==> src/rtl/sdbu_pkg.sv <==
// Shared types and constants of the spectral deconvolution bin unit.
package sdbu_pkg;

  localparam logic [1:0] MODE_SCAN   = 2'd0;
  localparam logic [1:0] MODE_INV    = 2'd1;
  localparam logic [1:0] MODE_WIENER = 2'd2;
  localparam logic [1:0] MODE_NONE   = 2'd3;

  localparam logic [1:0] ST_OK       = 2'd0;
  localparam logic [1:0] ST_SAT      = 2'd1;
  localparam logic [1:0] ST_ZERO_DEN = 2'd2;

  localparam logic CFG_EPSILON = 1'b0;
  localparam logic CFG_NOISE   = 1'b1;

  localparam logic [15:0] EPS_RESET   = 16'd3277;
  localparam logic [31:0] NOISE_RESET = 32'd429497;

  localparam int EPS_FRAC   = 16;
  localparam int NOISE_FRAC = 32;
  localparam int CFG_BITS   = 32;

  typedef enum logic [4:0] {
    OP_IDLE,
    OP_MUL_HRHR,
    OP_MUL_HIHI,
    OP_MUL_GRL_HR,
    OP_MUL_GRH_HR,
    OP_MUL_GIL_HI,
    OP_MUL_GIH_HI,
    OP_MUL_GIL_HR,
    OP_MUL_GIH_HR,
    OP_MUL_GRL_HI,
    OP_MUL_GRH_HI,
    OP_MUL_EPS_S,
    OP_MUL_TL_TL,
    OP_MUL_TL_TH,
    OP_MUL_TH_TH,
    OP_WAIT,
    OP_CAP_PW,
    OP_CAP_NRE,
    OP_CAP_NIM,
    OP_CAP_T,
    OP_SCAN,
    OP_SQ_INIT,
    OP_SQ_STEP,
    OP_CMP,
    OP_DL_INV,
    OP_DL_FB,
    OP_DL_WIEN,
    OP_DIV,
    OP_FIN
  } dp_op_e;

  typedef enum logic [1:0] {
    SH_0,
    SH_CH,
    SH_TH,
    SH_2TH
  } sh_e;

  typedef struct packed {
    dp_op_e op;
    logic   load;
  } dp_cmd_t;

  typedef struct packed {
    logic pass;
  } dp_stat_t;

endpackage

==> src/rtl/sdbu_ctrl.sv <==
// Sequencer of the bin unit: steps the datapath through one bin.
module sdbu_ctrl #(
  parameter int FILTER_BITS = 24,
  parameter int DIV_STEPS   = 43
) (
  input  logic              clk_i,
  input  logic              rst_ni,
  input  logic              in_valid_i,
  output logic              in_ready_o,
  input  logic [1:0]        mode_i,
  output logic              out_valid_o,
  input  logic              out_ready_i,
  output sdbu_pkg::dp_cmd_t cmd_o,
  input  sdbu_pkg::dp_stat_t stat_i
);
  import sdbu_pkg::*;

  localparam int MAXC = (FILTER_BITS > DIV_STEPS) ? FILTER_BITS : DIV_STEPS;
  localparam int CW   = $clog2(MAXC + 1);

  typedef enum logic [5:0] {
    S_IDLE, S_PW1, S_PW2, S_PW_W, S_PW_C, S_SCAN,
    S_RE1, S_RE2, S_RE3, S_RE4, S_RE_W, S_RE_C,
    S_IM1, S_IM2, S_IM3, S_IM4, S_IM_W, S_IM_C,
    S_WDEN, S_SQI, S_SQ, S_EPS, S_T_W, S_T_C,
    S_TT1, S_TT2, S_TT3, S_TT4, S_TT_W, S_CMP,
    S_DLI, S_DLF, S_DIV, S_FIN
  } state_e;

  state_e         state_q, state_d;
  logic [1:0]     mode_q;
  logic [CW-1:0]  cnt_q, cnt_d;
  logic           out_valid_q, out_valid_d;
  logic           accept, out_free;
  dp_op_e         op;

  assign in_ready_o  = (state_q == S_IDLE);
  assign accept      = in_valid_i && in_ready_o;
  assign out_free    = !out_valid_q || out_ready_i;
  assign out_valid_o = out_valid_q;
  assign cmd_o.op    = op;
  assign cmd_o.load  = accept;

  always_comb begin
    state_d     = state_q;
    cnt_d       = cnt_q;
    out_valid_d = out_valid_q && !out_ready_i;
    unique case (state_q)
      S_IDLE: if (accept && mode_i != MODE_NONE) state_d = S_PW1;
      S_PW1:  state_d = S_PW2;
      S_PW2:  state_d = S_PW_W;
      S_PW_W: state_d = S_PW_C;
      S_PW_C: state_d = (mode_q == MODE_SCAN) ? S_SCAN : S_RE1;
      S_SCAN: state_d = S_IDLE;
      S_RE1:  state_d = S_RE2;
      S_RE2:  state_d = S_RE3;
      S_RE3:  state_d = S_RE4;
      S_RE4:  state_d = S_RE_W;
      S_RE_W: state_d = S_RE_C;
      S_RE_C: state_d = S_IM1;
      S_IM1:  state_d = S_IM2;
      S_IM2:  state_d = S_IM3;
      S_IM3:  state_d = S_IM4;
      S_IM4:  state_d = S_IM_W;
      S_IM_W: state_d = S_IM_C;
      S_IM_C: state_d = (mode_q == MODE_INV) ? S_SQI : S_WDEN;
      S_WDEN: begin
        state_d = S_DIV;
        cnt_d   = '0;
      end
      S_SQI: begin
        state_d = S_SQ;
        cnt_d   = '0;
      end
      S_SQ: begin
        if (cnt_q == CW'(FILTER_BITS - 1)) state_d = S_EPS;
        else cnt_d = cnt_q + 1'b1;
      end
      S_EPS:  state_d = S_T_W;
      S_T_W:  state_d = S_T_C;
      S_T_C:  state_d = S_TT1;
      S_TT1:  state_d = S_TT2;
      S_TT2:  state_d = S_TT3;
      S_TT3:  state_d = S_TT4;
      S_TT4:  state_d = S_TT_W;
      S_TT_W: state_d = S_CMP;
      S_CMP:  state_d = stat_i.pass ? S_DLI : S_DLF;
      S_DLI, S_DLF: begin
        state_d = S_DIV;
        cnt_d   = '0;
      end
      S_DIV: begin
        if (cnt_q == CW'(DIV_STEPS - 1)) state_d = S_FIN;
        else cnt_d = cnt_q + 1'b1;
      end
      S_FIN: begin
        if (out_free) begin
          state_d     = S_IDLE;
          out_valid_d = 1'b1;
        end
      end
      default: state_d = S_IDLE;
    endcase
  end

  always_comb begin
    unique case (state_q)
      S_PW1:  op = OP_MUL_HRHR;
      S_PW2:  op = OP_MUL_HIHI;
      S_PW_C: op = OP_CAP_PW;
      S_SCAN: op = OP_SCAN;
      S_RE1:  op = OP_MUL_GRL_HR;
      S_RE2:  op = OP_MUL_GRH_HR;
      S_RE3:  op = OP_MUL_GIL_HI;
      S_RE4:  op = OP_MUL_GIH_HI;
      S_RE_C: op = OP_CAP_NRE;
      S_IM1:  op = OP_MUL_GIL_HR;
      S_IM2:  op = OP_MUL_GIH_HR;
      S_IM3:  op = OP_MUL_GRL_HI;
      S_IM4:  op = OP_MUL_GRH_HI;
      S_IM_C: op = OP_CAP_NIM;
      S_WDEN: op = OP_DL_WIEN;
      S_SQI:  op = OP_SQ_INIT;
      S_SQ:   op = OP_SQ_STEP;
      S_EPS:  op = OP_MUL_EPS_S;
      S_T_C:  op = OP_CAP_T;
      S_TT1:  op = OP_MUL_TL_TL;
      S_TT2:  op = OP_MUL_TL_TH;
      S_TT3:  op = OP_MUL_TL_TH;
      S_TT4:  op = OP_MUL_TH_TH;
      S_CMP:  op = OP_CMP;
      S_DLI:  op = OP_DL_INV;
      S_DLF:  op = OP_DL_FB;
      S_DIV:  op = OP_DIV;
      S_FIN:  op = out_free ? OP_FIN : OP_WAIT;
      S_PW_W, S_RE_W, S_IM_W, S_T_W, S_TT_W: op = OP_WAIT;
      default: op = OP_IDLE;
    endcase
  end

  always_ff @(posedge clk_i or negedge rst_ni) begin
    if (!rst_ni) begin
      state_q     <= S_IDLE;
      mode_q      <= MODE_SCAN;
      cnt_q       <= '0;
      out_valid_q <= 1'b0;
    end else begin
      state_q     <= state_d;
      cnt_q       <= cnt_d;
      out_valid_q <= out_valid_d;
      if (accept) mode_q <= mode_i;
    end
  end

  a_accept_starts : assert property (@(posedge clk_i) disable iff (!rst_ni)
    (accept && mode_i != MODE_NONE) |=> (state_q == S_PW1))
    else $error("accepted transaction did not start the sequence");

  a_div_count : assert property (@(posedge clk_i) disable iff (!rst_ni)
    (state_q == S_DIV) |-> (cnt_q < CW'(DIV_STEPS)))
    else $error("divider step count out of range");

  a_sqrt_count : assert property (@(posedge clk_i) disable iff (!rst_ni)
    (state_q == S_SQ) |-> (cnt_q < CW'(FILTER_BITS)))
    else $error("root step count out of range");

  a_result_from_fin : assert property (@(posedge clk_i) disable iff (!rst_ni)
    $rose(out_valid_q) |-> ($past(state_q) == S_FIN))
    else $error("result raised outside the finish step");

endmodule

==> src/rtl/sdbu_dp.sv <==
// Datapath of the bin unit: shared multiplier, root unit and two dividers.
module sdbu_dp #(
  parameter int FILTER_BITS   = 24,
  parameter int SPECTRUM_BITS = 40,
  parameter int NUM_BITS      = 86
) (
  input  logic                            clk_i,
  input  logic                            rst_ni,
  input  sdbu_pkg::dp_cmd_t               cmd_i,
  output sdbu_pkg::dp_stat_t              stat_o,
  input  logic                            cfg_we_i,
  input  logic                            cfg_idx_i,
  input  logic [sdbu_pkg::CFG_BITS-1:0]   cfg_data_i,
  input  logic                            restart_i,
  input  logic signed [FILTER_BITS-1:0]   filter_re_i,
  input  logic signed [FILTER_BITS-1:0]   filter_im_i,
  input  logic signed [SPECTRUM_BITS-1:0] image_re_i,
  input  logic signed [SPECTRUM_BITS-1:0] image_im_i,
  output logic signed [SPECTRUM_BITS-1:0] restored_re_o,
  output logic signed [SPECTRUM_BITS-1:0] restored_im_o,
  output logic                            clamped_gain_o,
  output logic [1:0]                      status_o
);
  import sdbu_pkg::*;

  localparam int F    = FILTER_BITS;
  localparam int S    = SPECTRUM_BITS;
  localparam int CH   = (S + 1) / 2;
  localparam int TW   = F + EPS_FRAC;
  localparam int TH   = (TW + 1) / 2;
  localparam int MA0  = (F > CH) ? F : CH;
  localparam int MA   = (MA0 > TH) ? MA0 : TH;
  localparam int MB0  = (F > EPS_FRAC) ? F : EPS_FRAC;
  localparam int MB   = (MB0 > TH) ? MB0 : TH;
  localparam int PRW  = MA + MB;
  localparam int NRW  = S + F + 1;
  localparam int AW0  = (2 * TW > S + F) ? 2 * TW : S + F;
  localparam int AW   = AW0 + 1;
  localparam int DW   = (2 * F + 1 > TW) ? 2 * F + 1 : TW;
  localparam int NSH  = 2 * (F - 2) - NOISE_FRAC;
  localparam int NSHL = (NSH > 0) ? NSH : 0;
  localparam int NSHR = (NSH < 0) ? -NSH : 0;
  localparam int NZW  = NOISE_FRAC + NSHL;
  localparam int SH_NUM = F - 2;
  localparam int SH_FB  = EPS_FRAC + F - 2;
  localparam logic [S-1:0] LIM_POS = {1'b0, {(S-1){1'b1}}};
  localparam logic [S-1:0] LIM_NEG = {1'b1, {(S-1){1'b0}}};

  // Input magnitudes and signs of the current bin.
  logic [F-1:0]  hr_q, hi_q;
  logic [S-1:0]  gr_q, gi_q;
  logic          shr_q, shi_q, sgr_q, sgi_q, restart_q;
  // Configuration and state.
  logic [15:0]   eps_q;
  logic [31:0]   noise_q;
  logic [2*F-1:0] peak_q, pw_q;
  // Multiply-accumulate.
  logic [MA-1:0] mul_a;
  logic [MB-1:0] mul_b;
  logic          p_v, p_neg;
  sh_e           p_sh;
  logic [PRW-1:0] prod_q;
  logic          pend_v_q, pend_neg_q;
  sh_e           pend_sh_q;
  logic [AW-1:0] acc_q, acc_d, term;
  logic [NRW-1:0] nre_q, nim_q;
  logic [TW-1:0] t_q;
  // Square root.
  logic [F-1:0]  root_q;
  logic [F:0]    sqr_q;
  logic [2*F-1:0] sqx_q;
  logic [F+2:0]  sq_rem2, sq_trial;
  // Dividers.
  logic [NUM_BITS-1:0] dn_re_q, dn_im_q;
  logic [DW-1:0] dr_re_q, dr_im_q, den_q;
  logic [S-1:0]  q_re_q, q_im_q;
  logic          ov_re_q, ov_im_q, neg_re_q, neg_im_q, zden_q, clamp_q;
  logic [DW:0]   st_re1, st_re2, st_im1, st_im2;
  // Result register.
  logic [S-1:0]  rre_q, rim_q;
  logic          clamped_q;
  logic [1:0]    status_q;

  logic [NZW-1:0] nz_full;
  logic [DW-1:0] nz, den_w;
  logic [NRW-2:0] mag_re, mag_im;
  logic [S:0]    fin_re, fin_im;
  logic [2*F-1:0] peak_base;

  function automatic logic [DW:0] div_step(input logic [DW-1:0] rem,
                                           input logic nbit,
                                           input logic [DW-1:0] d);
    logic [DW:0] r2;
    r2 = {rem, nbit};
    if (r2 >= {1'b0, d}) return {1'b1, DW'(r2 - {1'b0, d})};
    else return {1'b0, r2[DW-1:0]};
  endfunction

  function automatic logic [S:0] finish(input logic [S-1:0] q, input logic ov,
                                        input logic neg);
    logic [S-1:0] lim, v;
    logic         sat;
    lim = neg ? LIM_NEG : LIM_POS;
    sat = ov || (q > lim);
    v   = sat ? lim : q;
    return {sat, neg ? (~v + 1'b1) : v};
  endfunction

  always_comb begin
    mul_a = '0;
    mul_b = '0;
    p_v   = 1'b1;
    p_neg = 1'b0;
    p_sh  = SH_0;
    unique case (cmd_i.op)
      OP_MUL_HRHR: begin mul_a = MA'(hr_q); mul_b = MB'(hr_q); end
      OP_MUL_HIHI: begin mul_a = MA'(hi_q); mul_b = MB'(hi_q); end
      OP_MUL_GRL_HR: begin
        mul_a = MA'(gr_q[CH-1:0]); mul_b = MB'(hr_q); p_neg = sgr_q ^ shr_q;
      end
      OP_MUL_GRH_HR: begin
        mul_a = MA'(gr_q[S-1:CH]); mul_b = MB'(hr_q); p_neg = sgr_q ^ shr_q;
        p_sh = SH_CH;
      end
      OP_MUL_GIL_HI: begin
        mul_a = MA'(gi_q[CH-1:0]); mul_b = MB'(hi_q); p_neg = sgi_q ^ shi_q;
      end
      OP_MUL_GIH_HI: begin
        mul_a = MA'(gi_q[S-1:CH]); mul_b = MB'(hi_q); p_neg = sgi_q ^ shi_q;
        p_sh = SH_CH;
      end
      OP_MUL_GIL_HR: begin
        mul_a = MA'(gi_q[CH-1:0]); mul_b = MB'(hr_q); p_neg = sgi_q ^ shr_q;
      end
      OP_MUL_GIH_HR: begin
        mul_a = MA'(gi_q[S-1:CH]); mul_b = MB'(hr_q); p_neg = sgi_q ^ shr_q;
        p_sh = SH_CH;
      end
      OP_MUL_GRL_HI: begin
        mul_a = MA'(gr_q[CH-1:0]); mul_b = MB'(hi_q); p_neg = ~(sgr_q ^ shi_q);
      end
      OP_MUL_GRH_HI: begin
        mul_a = MA'(gr_q[S-1:CH]); mul_b = MB'(hi_q); p_neg = ~(sgr_q ^ shi_q);
        p_sh = SH_CH;
      end
      OP_MUL_EPS_S: begin mul_a = MA'(root_q); mul_b = MB'(eps_q); end
      OP_MUL_TL_TL: begin mul_a = MA'(t_q[TH-1:0]); mul_b = MB'(t_q[TH-1:0]); end
      OP_MUL_TL_TH: begin
        mul_a = MA'(t_q[TH-1:0]); mul_b = MB'(t_q[TW-1:TH]); p_sh = SH_TH;
      end
      OP_MUL_TH_TH: begin
        mul_a = MA'(t_q[TW-1:TH]); mul_b = MB'(t_q[TW-1:TH]); p_sh = SH_2TH;
      end
      default: p_v = 1'b0;
    endcase
  end

  always_comb begin
    unique case (pend_sh_q)
      SH_CH:   term = AW'(prod_q) << CH;
      SH_TH:   term = AW'(prod_q) << TH;
      SH_2TH:  term = AW'(prod_q) << (2 * TH);
      default: term = AW'(prod_q);
    endcase
    if (cmd_i.load || cmd_i.op == OP_CAP_PW || cmd_i.op == OP_CAP_NRE ||
        cmd_i.op == OP_CAP_NIM || cmd_i.op == OP_CAP_T) begin
      acc_d = '0;
    end else if (pend_v_q) begin
      acc_d = pend_neg_q ? (acc_q - term) : (acc_q + term);
    end else begin
      acc_d = acc_q;
    end
  end

  assign stat_o.pass = {pw_q, {NOISE_FRAC{1'b0}}} > acc_q[2*TW-1:0];

  assign sq_rem2  = {sqr_q, sqx_q[2*F-1:2*F-2]};
  assign sq_trial = (F+3)'({root_q, 2'b01});

  assign nz_full = (NZW'(noise_q) << NSHL) >> NSHR;
  assign nz      = DW'(nz_full);
  assign den_w   = DW'(pw_q) + nz;
  assign mag_re  = nre_q[NRW-1] ? (~nre_q[NRW-2:0] + 1'b1) : nre_q[NRW-2:0];
  assign mag_im  = nim_q[NRW-1] ? (~nim_q[NRW-2:0] + 1'b1) : nim_q[NRW-2:0];
  assign peak_base = restart_q ? '0 : peak_q;

  assign st_re1 = div_step(dr_re_q, dn_re_q[NUM_BITS-1], den_q);
  assign st_re2 = div_step(st_re1[DW-1:0], dn_re_q[NUM_BITS-2], den_q);
  assign st_im1 = div_step(dr_im_q, dn_im_q[NUM_BITS-1], den_q);
  assign st_im2 = div_step(st_im1[DW-1:0], dn_im_q[NUM_BITS-2], den_q);

  assign fin_re = finish(q_re_q, ov_re_q, neg_re_q);
  assign fin_im = finish(q_im_q, ov_im_q, neg_im_q);

  always_ff @(posedge clk_i or negedge rst_ni) begin
    if (!rst_ni) begin
      eps_q    <= EPS_RESET;
      noise_q  <= NOISE_RESET;
      peak_q   <= '0;
      pend_v_q <= 1'b0;
    end else begin
      pend_v_q <= p_v;
      if (cfg_we_i) begin
        if (cfg_idx_i == CFG_EPSILON) eps_q <= cfg_data_i[15:0];
        else noise_q <= cfg_data_i[31:0];
      end
      if (cmd_i.op == OP_SCAN) peak_q <= (pw_q > peak_base) ? pw_q : peak_base;
    end
  end

  always_ff @(posedge clk_i) begin
    prod_q     <= mul_a * mul_b;
    pend_neg_q <= p_neg;
    pend_sh_q  <= p_sh;
    acc_q      <= acc_d;
    if (cmd_i.load) begin
      restart_q <= restart_i;
      shr_q <= filter_re_i[F-1];
      shi_q <= filter_im_i[F-1];
      sgr_q <= image_re_i[S-1];
      sgi_q <= image_im_i[S-1];
      hr_q  <= filter_re_i[F-1] ? -filter_re_i : filter_re_i;
      hi_q  <= filter_im_i[F-1] ? -filter_im_i : filter_im_i;
      gr_q  <= image_re_i[S-1] ? -image_re_i : image_re_i;
      gi_q  <= image_im_i[S-1] ? -image_im_i : image_im_i;
    end
    unique case (cmd_i.op)
      OP_CAP_PW:  pw_q  <= acc_q[2*F-1:0];
      OP_CAP_NRE: nre_q <= acc_q[NRW-1:0];
      OP_CAP_NIM: nim_q <= acc_q[NRW-1:0];
      OP_CAP_T:   t_q   <= acc_q[TW-1:0];
      OP_SQ_INIT: begin
        sqr_q  <= '0;
        root_q <= '0;
        sqx_q  <= peak_q;
      end
      OP_SQ_STEP: begin
        if (sq_rem2 >= sq_trial) begin
          sqr_q  <= (F+1)'(sq_rem2 - sq_trial);
          root_q <= {root_q[F-2:0], 1'b1};
        end else begin
          sqr_q  <= sq_rem2[F:0];
          root_q <= {root_q[F-2:0], 1'b0};
        end
        sqx_q <= sqx_q << 2;
      end
      OP_DL_INV, OP_DL_FB, OP_DL_WIEN: begin
        dr_re_q <= '0;
        dr_im_q <= '0;
        q_re_q  <= '0;
        q_im_q  <= '0;
        ov_re_q <= 1'b0;
        ov_im_q <= 1'b0;
        if (cmd_i.op == OP_DL_FB) begin
          dn_re_q  <= NUM_BITS'(gr_q) << SH_FB;
          dn_im_q  <= NUM_BITS'(gi_q) << SH_FB;
          neg_re_q <= sgr_q;
          neg_im_q <= sgi_q;
          den_q    <= DW'(t_q);
          zden_q   <= (t_q == '0);
          clamp_q  <= 1'b1;
        end else begin
          dn_re_q  <= NUM_BITS'(mag_re) << SH_NUM;
          dn_im_q  <= NUM_BITS'(mag_im) << SH_NUM;
          neg_re_q <= nre_q[NRW-1];
          neg_im_q <= nim_q[NRW-1];
          clamp_q  <= 1'b0;
          if (cmd_i.op == OP_DL_WIEN) begin
            den_q  <= den_w;
            zden_q <= (den_w == '0);
          end else begin
            den_q  <= DW'(pw_q);
            zden_q <= (pw_q == '0);
          end
        end
      end
      OP_DIV: begin
        dn_re_q <= dn_re_q << 2;
        dn_im_q <= dn_im_q << 2;
        dr_re_q <= st_re2[DW-1:0];
        dr_im_q <= st_im2[DW-1:0];
        // Quotient bits shifted beyond the output width mark overflow.
        q_re_q  <= {q_re_q[S-3:0], st_re1[DW], st_re2[DW]};
        q_im_q  <= {q_im_q[S-3:0], st_im1[DW], st_im2[DW]};
        ov_re_q <= ov_re_q | (|q_re_q[S-1:S-2]);
        ov_im_q <= ov_im_q | (|q_im_q[S-1:S-2]);
      end
      OP_FIN: begin
        clamped_q <= clamp_q;
        if (zden_q) begin
          rre_q    <= '0;
          rim_q    <= '0;
          status_q <= ST_ZERO_DEN;
        end else begin
          rre_q    <= fin_re[S-1:0];
          rim_q    <= fin_im[S-1:0];
          status_q <= (fin_re[S] || fin_im[S]) ? ST_SAT : ST_OK;
        end
      end
      default: ;
    endcase
  end

  assign restored_re_o  = rre_q;
  assign restored_im_o  = rim_q;
  assign clamped_gain_o = clamped_q;
  assign status_o       = status_q;

endmodule

==> src/rtl/spectral_deconvolution_bin_unit.sv <==
// Top level of the per-bin inverse and Wiener deconvolution unit.
// Throughput: one bin at a time; the two-bit-per-cycle long divider and the one-bit-
// per-cycle square root set the pace. A result waits in the output register while
// the next bin is accepted. Reset clears the filter peak and loads the default
// epsilon and noise registers; no clearing pass is needed.
module spectral_deconvolution_bin_unit #(
  parameter int FILTER_BITS   = 24,
  parameter int SPECTRUM_BITS = 40
) (
  input  logic                            clk_i,
  input  logic                            rst_ni,
  input  logic                            cfg_we_i,
  input  logic                            cfg_idx_i,
  input  logic [sdbu_pkg::CFG_BITS-1:0]   cfg_data_i,
  input  logic                            in_valid_i,
  output logic                            in_ready_o,
  input  logic [1:0]                      mode_i,
  input  logic                            restart_i,
  input  logic signed [FILTER_BITS-1:0]   filter_re_i,
  input  logic signed [FILTER_BITS-1:0]   filter_im_i,
  input  logic signed [SPECTRUM_BITS-1:0] image_re_i,
  input  logic signed [SPECTRUM_BITS-1:0] image_im_i,
  output logic                            out_valid_o,
  input  logic                            out_ready_i,
  output logic signed [SPECTRUM_BITS-1:0] restored_re_o,
  output logic signed [SPECTRUM_BITS-1:0] restored_im_o,
  output logic                            clamped_gain_o,
  output logic [1:0]                      status_o
);
  import sdbu_pkg::*;

  localparam int NW0 = SPECTRUM_BITS + 2 * FILTER_BITS - 2;
  localparam int NW1 = SPECTRUM_BITS + FILTER_BITS + EPS_FRAC - 2;
  localparam int NW  = (NW0 > NW1) ? NW0 : NW1;
  localparam int NUM_BITS  = NW + (NW % 2);
  localparam int DIV_STEPS = NUM_BITS / 2;

  dp_cmd_t  cmd;
  dp_stat_t stat;

  sdbu_ctrl #(
    .FILTER_BITS(FILTER_BITS),
    .DIV_STEPS  (DIV_STEPS)
  ) u_ctrl (
    .clk_i      (clk_i),
    .rst_ni     (rst_ni),
    .in_valid_i (in_valid_i),
    .in_ready_o (in_ready_o),
    .mode_i     (mode_i),
    .out_valid_o(out_valid_o),
    .out_ready_i(out_ready_i),
    .cmd_o      (cmd),
    .stat_i     (stat)
  );

  sdbu_dp #(
    .FILTER_BITS  (FILTER_BITS),
    .SPECTRUM_BITS(SPECTRUM_BITS),
    .NUM_BITS     (NUM_BITS)
  ) u_dp (
    .clk_i         (clk_i),
    .rst_ni        (rst_ni),
    .cmd_i         (cmd),
    .stat_o        (stat),
    .cfg_we_i      (cfg_we_i),
    .cfg_idx_i     (cfg_idx_i),
    .cfg_data_i    (cfg_data_i),
    .restart_i     (restart_i),
    .filter_re_i   (filter_re_i),
    .filter_im_i   (filter_im_i),
    .image_re_i    (image_re_i),
    .image_im_i    (image_im_i),
    .restored_re_o (restored_re_o),
    .restored_im_o (restored_im_o),
    .clamped_gain_o(clamped_gain_o),
    .status_o      (status_o)
  );

endmodule
==> config.mk <==
export PLATFORM = sky130hd
export DESIGN_NAME = spectral_deconvolution_bin_unit
export DESIGN_NICKNAME = d
export VERILOG_FILES = /design/src/rtl/sdbu_pkg.sv /design/src/rtl/sdbu_ctrl.sv /design/src/rtl/sdbu_dp.sv /design/src/rtl/spectral_deconvolution_bin_unit.sv
export SDC_FILE = /design/constraint.sdc
export NUM_CORES = 2
export LEC_CHECK = 0
export ABC_AREA = 1
export BUFFER_PORTS_ARGS = -buffer_cell sky130_fd_sc_hd__buf_2
export CAP_MARGIN = 10
export CORE_MARGIN = 2
export CORE_UTILIZATION = 40
export CTS_CLUSTER_DIAMETER = 200
export DETAILED_ROUTE_END_ITERATION = 10
export GPL_ROUTABILITY_DRIVEN = 0
export SLEW_MARGIN = 20
export SYNTH_ARGS = -nofsm -noshare
export SYNTH_HDL_FRONTEND = slang
export SYNTH_SLANG_ARGS = --single-unit
export TNS_END_PERCENT = 1
==> constraint.sdc <==
create_clock -name clk_i -period 15.5 [get_ports clk_i]
set_input_delay 1.55 -clock clk_i [delete_from_list [all_inputs] [get_ports clk_i]]
set_output_delay 1.55 -clock clk_i [all_outputs]
set_load 0.005 [all_outputs]
==> results.json <==
{
  "finalSetupViolations": 0,
  "drc": 0,
  "antenna_found_initial": 28,
  "synth_edf_count": 892,
  "cts_buffer_depth": 3,
  "critPathBufInv": 10,
  "grt_pass1_wl_mm": 560,
  "synth_cell_types": 78,
  "relSlewSlack_pct": 20.1,
  "slowest_delay_ns": 1.09,
  "track_usage_pct": 28.2,
  "syn-num-nets": 15100,
  "synthTopCellsByArea": "edfxtp_1 (26%), nand2_1 (11%), fa_1 (9.5%)",
  "path_clk_slew_ns": 0.07,
  "drtAntennaViolNets": 0,
  "final_common_cell": "nand2_1",
  "reg2reg_setup_slack_ns": 5.13,
  "cts_resized": 0,
  "startpoint_type": "register",
  "ff_latch_area_mm2": 0.0322,
  "core.rowCount": 186,
  "n_fill_cell": 26300,
  "finalWirelength_mm": 378,
  "drive_above_1_share_pct": 5.71,
  "synth_ff_type": "edfxtp_1",
  "final_cell_mix": "nand2_1 (3,014), inv_1 (2,327), nor2_1 (1,475)",
  "avgViaCountPerCell": 5.46,
  "cp_top_family": "adder cells",
  "netlist_instances": 13700,
  "min_period_ns": 10.37,
  "die_w_um": 512,
  "min_path_type": "register to register",
  "grt_start_max_net_pins": 124,
  "avgSynthCellArea_um2": 7.53,
  "worst_slew_pin_slew_ns": 1.19,
  "overflow": 0,
  "fin_skew_ns": 0.0599,
  "cts_sinks": 1135,
  "fmax_ghz": 0.0964,
  "yosys_warnings": 0,
  "cts-buffers-inserted": 134,
  "syn_area_mm2": 0.103,
  "maxCapViolations": 0,
  "synth_top_area_cell": "edfxtp_1",
  "cp_max_fo": 23,
  "required_ns": 16.19,
  "first_iter_violations": 10400,
  "status": "finished, final reports clean",
  "fin_tns_setup_ns": 0,
  "synth_top_area_share_pct": 25.9,
  "area_growth_pct": 9.16,
  "setup.worst_path.end_class": "register",
  "ioPinCount": 254,
  "num_vias": 94700,
  "drv_slew": 0,
  "cts_hold_buf": 0,
  "synth_seq_cells": 1135,
  "rsz0062_at_grt": "false",
  "cp_slowest_cell": "clkinv_1",
  "fp.dieArea_mm2": 0.263,
  "post_cts_buffers": 0,
  "async_flop_share_pct": 9.87,
  "post-route-period-util_pct": 66.9,
  "wl_per_cell_um": 21.8,
  "seq_area_frac_synth_pct": 31.2,
  "die_y_um": 512,
  "worstPathArrival_ns": 11.06,
  "port_buffers": 253,
  "cts_root_buf": "clkbuf_16",
  "fin_nets": 15200,
  "multi_input_area_mm2": 0.0608,
  "h-tree-depth": 4,
  "tritoncts": "yes",
  "clk_latency_ns": 0.83,
  "finalHoldViolations": 0,
  "fin_util_pct": 43.9,
  "grt_pass1_vias": 89300,
  "core_mm2": 0.257,
  "path_class": "register to register",
  "drt_pass1_iterations": 9,
  "initial_core_util_pct": 40.2,
  "place_hpwl_mm": 299
}
==> worst paths after layout <==
check,start,endpoint,cells past startpoint
min in group asynchronous,rst_ni,u_dp.peak_q[33]$_DFFE_PN0N_,1
max in group asynchronous,rst_ni,u_dp.pend_v_q$_DFF_PN0_,2
worst max-delay path,u_ctrl.state_q[4]$_DFFE_PN0P_,u_dp.prod_q[44]$_DFF_P_,33
worst max register to register,u_ctrl.state_q[4]$_DFFE_PN0P_,u_dp.prod_q[44]$_DFF_P_,33
worst min register to register,u_dp.clamp_q$_DFFE_PP_,u_dp.clamped_gain_o$_DFFE_PN_,0
worst min-delay path,u_dp.clamp_q$_DFFE_PP_,u_dp.clamped_gain_o$_DFFE_PN_,0
==> stage by stage <==
stage | hold WS (ns) | cells | cell area, um^2 | setup slack [ns]
2_1_floorplan | 0.400 | 13700 | 103000 | 4.08
3_3_place_gp | 0.450 | 17100 | 108000 | 5.90
3_5_place_dp | 0.460 | 17100 | 108000 | 5.76
4_1_cts | 0.473 | 17300 | 113000 | 5.74
5_1_grt | 0.481 | 17300 | 113000 | 4.81
6_report | 0.462 | 17400 | 113000 | 5.13
==> synth_stat cells (all sizes together), types with 28 or more instances <==
cell	count
edfxtp	892
xor2	339
a21o	59
nor2	1504
inv	2343
a31oi	138
xnor2	236
ha	696
nand4	108
a221oi	28
or2	48
nor3	203
o21a	50
a21oi	889
nand2	3034
o221ai	38
o22ai	28
dfrtp	94
dfxtp	131
nor4	100
o21ai	995
buf	154
a211oi	29
o21bai	42
clkbuf	251
o211ai	85
o31ai	33
fa	488
nand3	494
==> sequential cells by signal, indices dropped and copies added, names as in the netlist, 32 cells and up <==
name / cells
u_dp.noise_q: 32
u_dp.sqx_q: 48
u_dp.dr_re_q: 49
u_dp.pw_q: 48
u_dp.nim_q: 65
u_dp.dr_im_q: 49
u_dp.restored_im_o: 40
u_dp.peak_q: 48
u_dp.acc_q: 80
u_dp.t_q: 40
u_dp.dn_im_q: 64
u_dp.restored_re_o: 40
u_dp.q_im_q: 40
u_dp.dn_re_q: 64
u_dp.gr_q: 40
u_dp.den_q: 49
u_dp.nre_q: 65
u_dp.q_re_q: 40
u_dp.prod_q: 48
u_dp.gi_q: 40
==> worst register-to-register path, delay by kind of cell, from the launching register on <==
family	cells	cell delay [ns]
XOR/XNOR	1	0.17
buffers and inverters	10	2.51
AO/OA/AOI/OAI	9	2.01
adder cells (fa/ha/maj)	8	3.97
AND/OR/NAND/NOR	5	1.14
flip-flops	1	0.44
==> cells by family after synthesis <==
group / share of synthesized area, %
mux: 0.174
flops: 31.2
simple gates: 22.0
fa+ha+maj: 17.9
buf+inv: 10.3
compound gates: 13.7
xor+xnor: 4.87
==> layer usage <==
metal	GRT usage (%)	vias to the layer above	wire length (um)
met5	0	-	99
met4	17.2	16	27100
met3	5.93	1007	34100
met2	43.5	4233	165000
met1	36.0	44500	152000
li1	-	45000	-
==> area by class of cell <==
| type | instances | area share (%) |
|---|---|---|
| antenna | 35 | 0.0776 |
| clock buffer | 154 | 3.06 |
| clock inverter | 89 | 0.850 |
| inverter | 2353 | 7.84 |
| multi-input combinational | 9827 | 53.9 |
| sequential | 1135 | 28.6 |
| tap | 3384 | 3.75 |
| timing repair buffer | 377 | 1.96 |
Power is left out: the tool's default activity adds up to more than one toggle a clock period on the data nets, which glitch-free logic cannot reach.
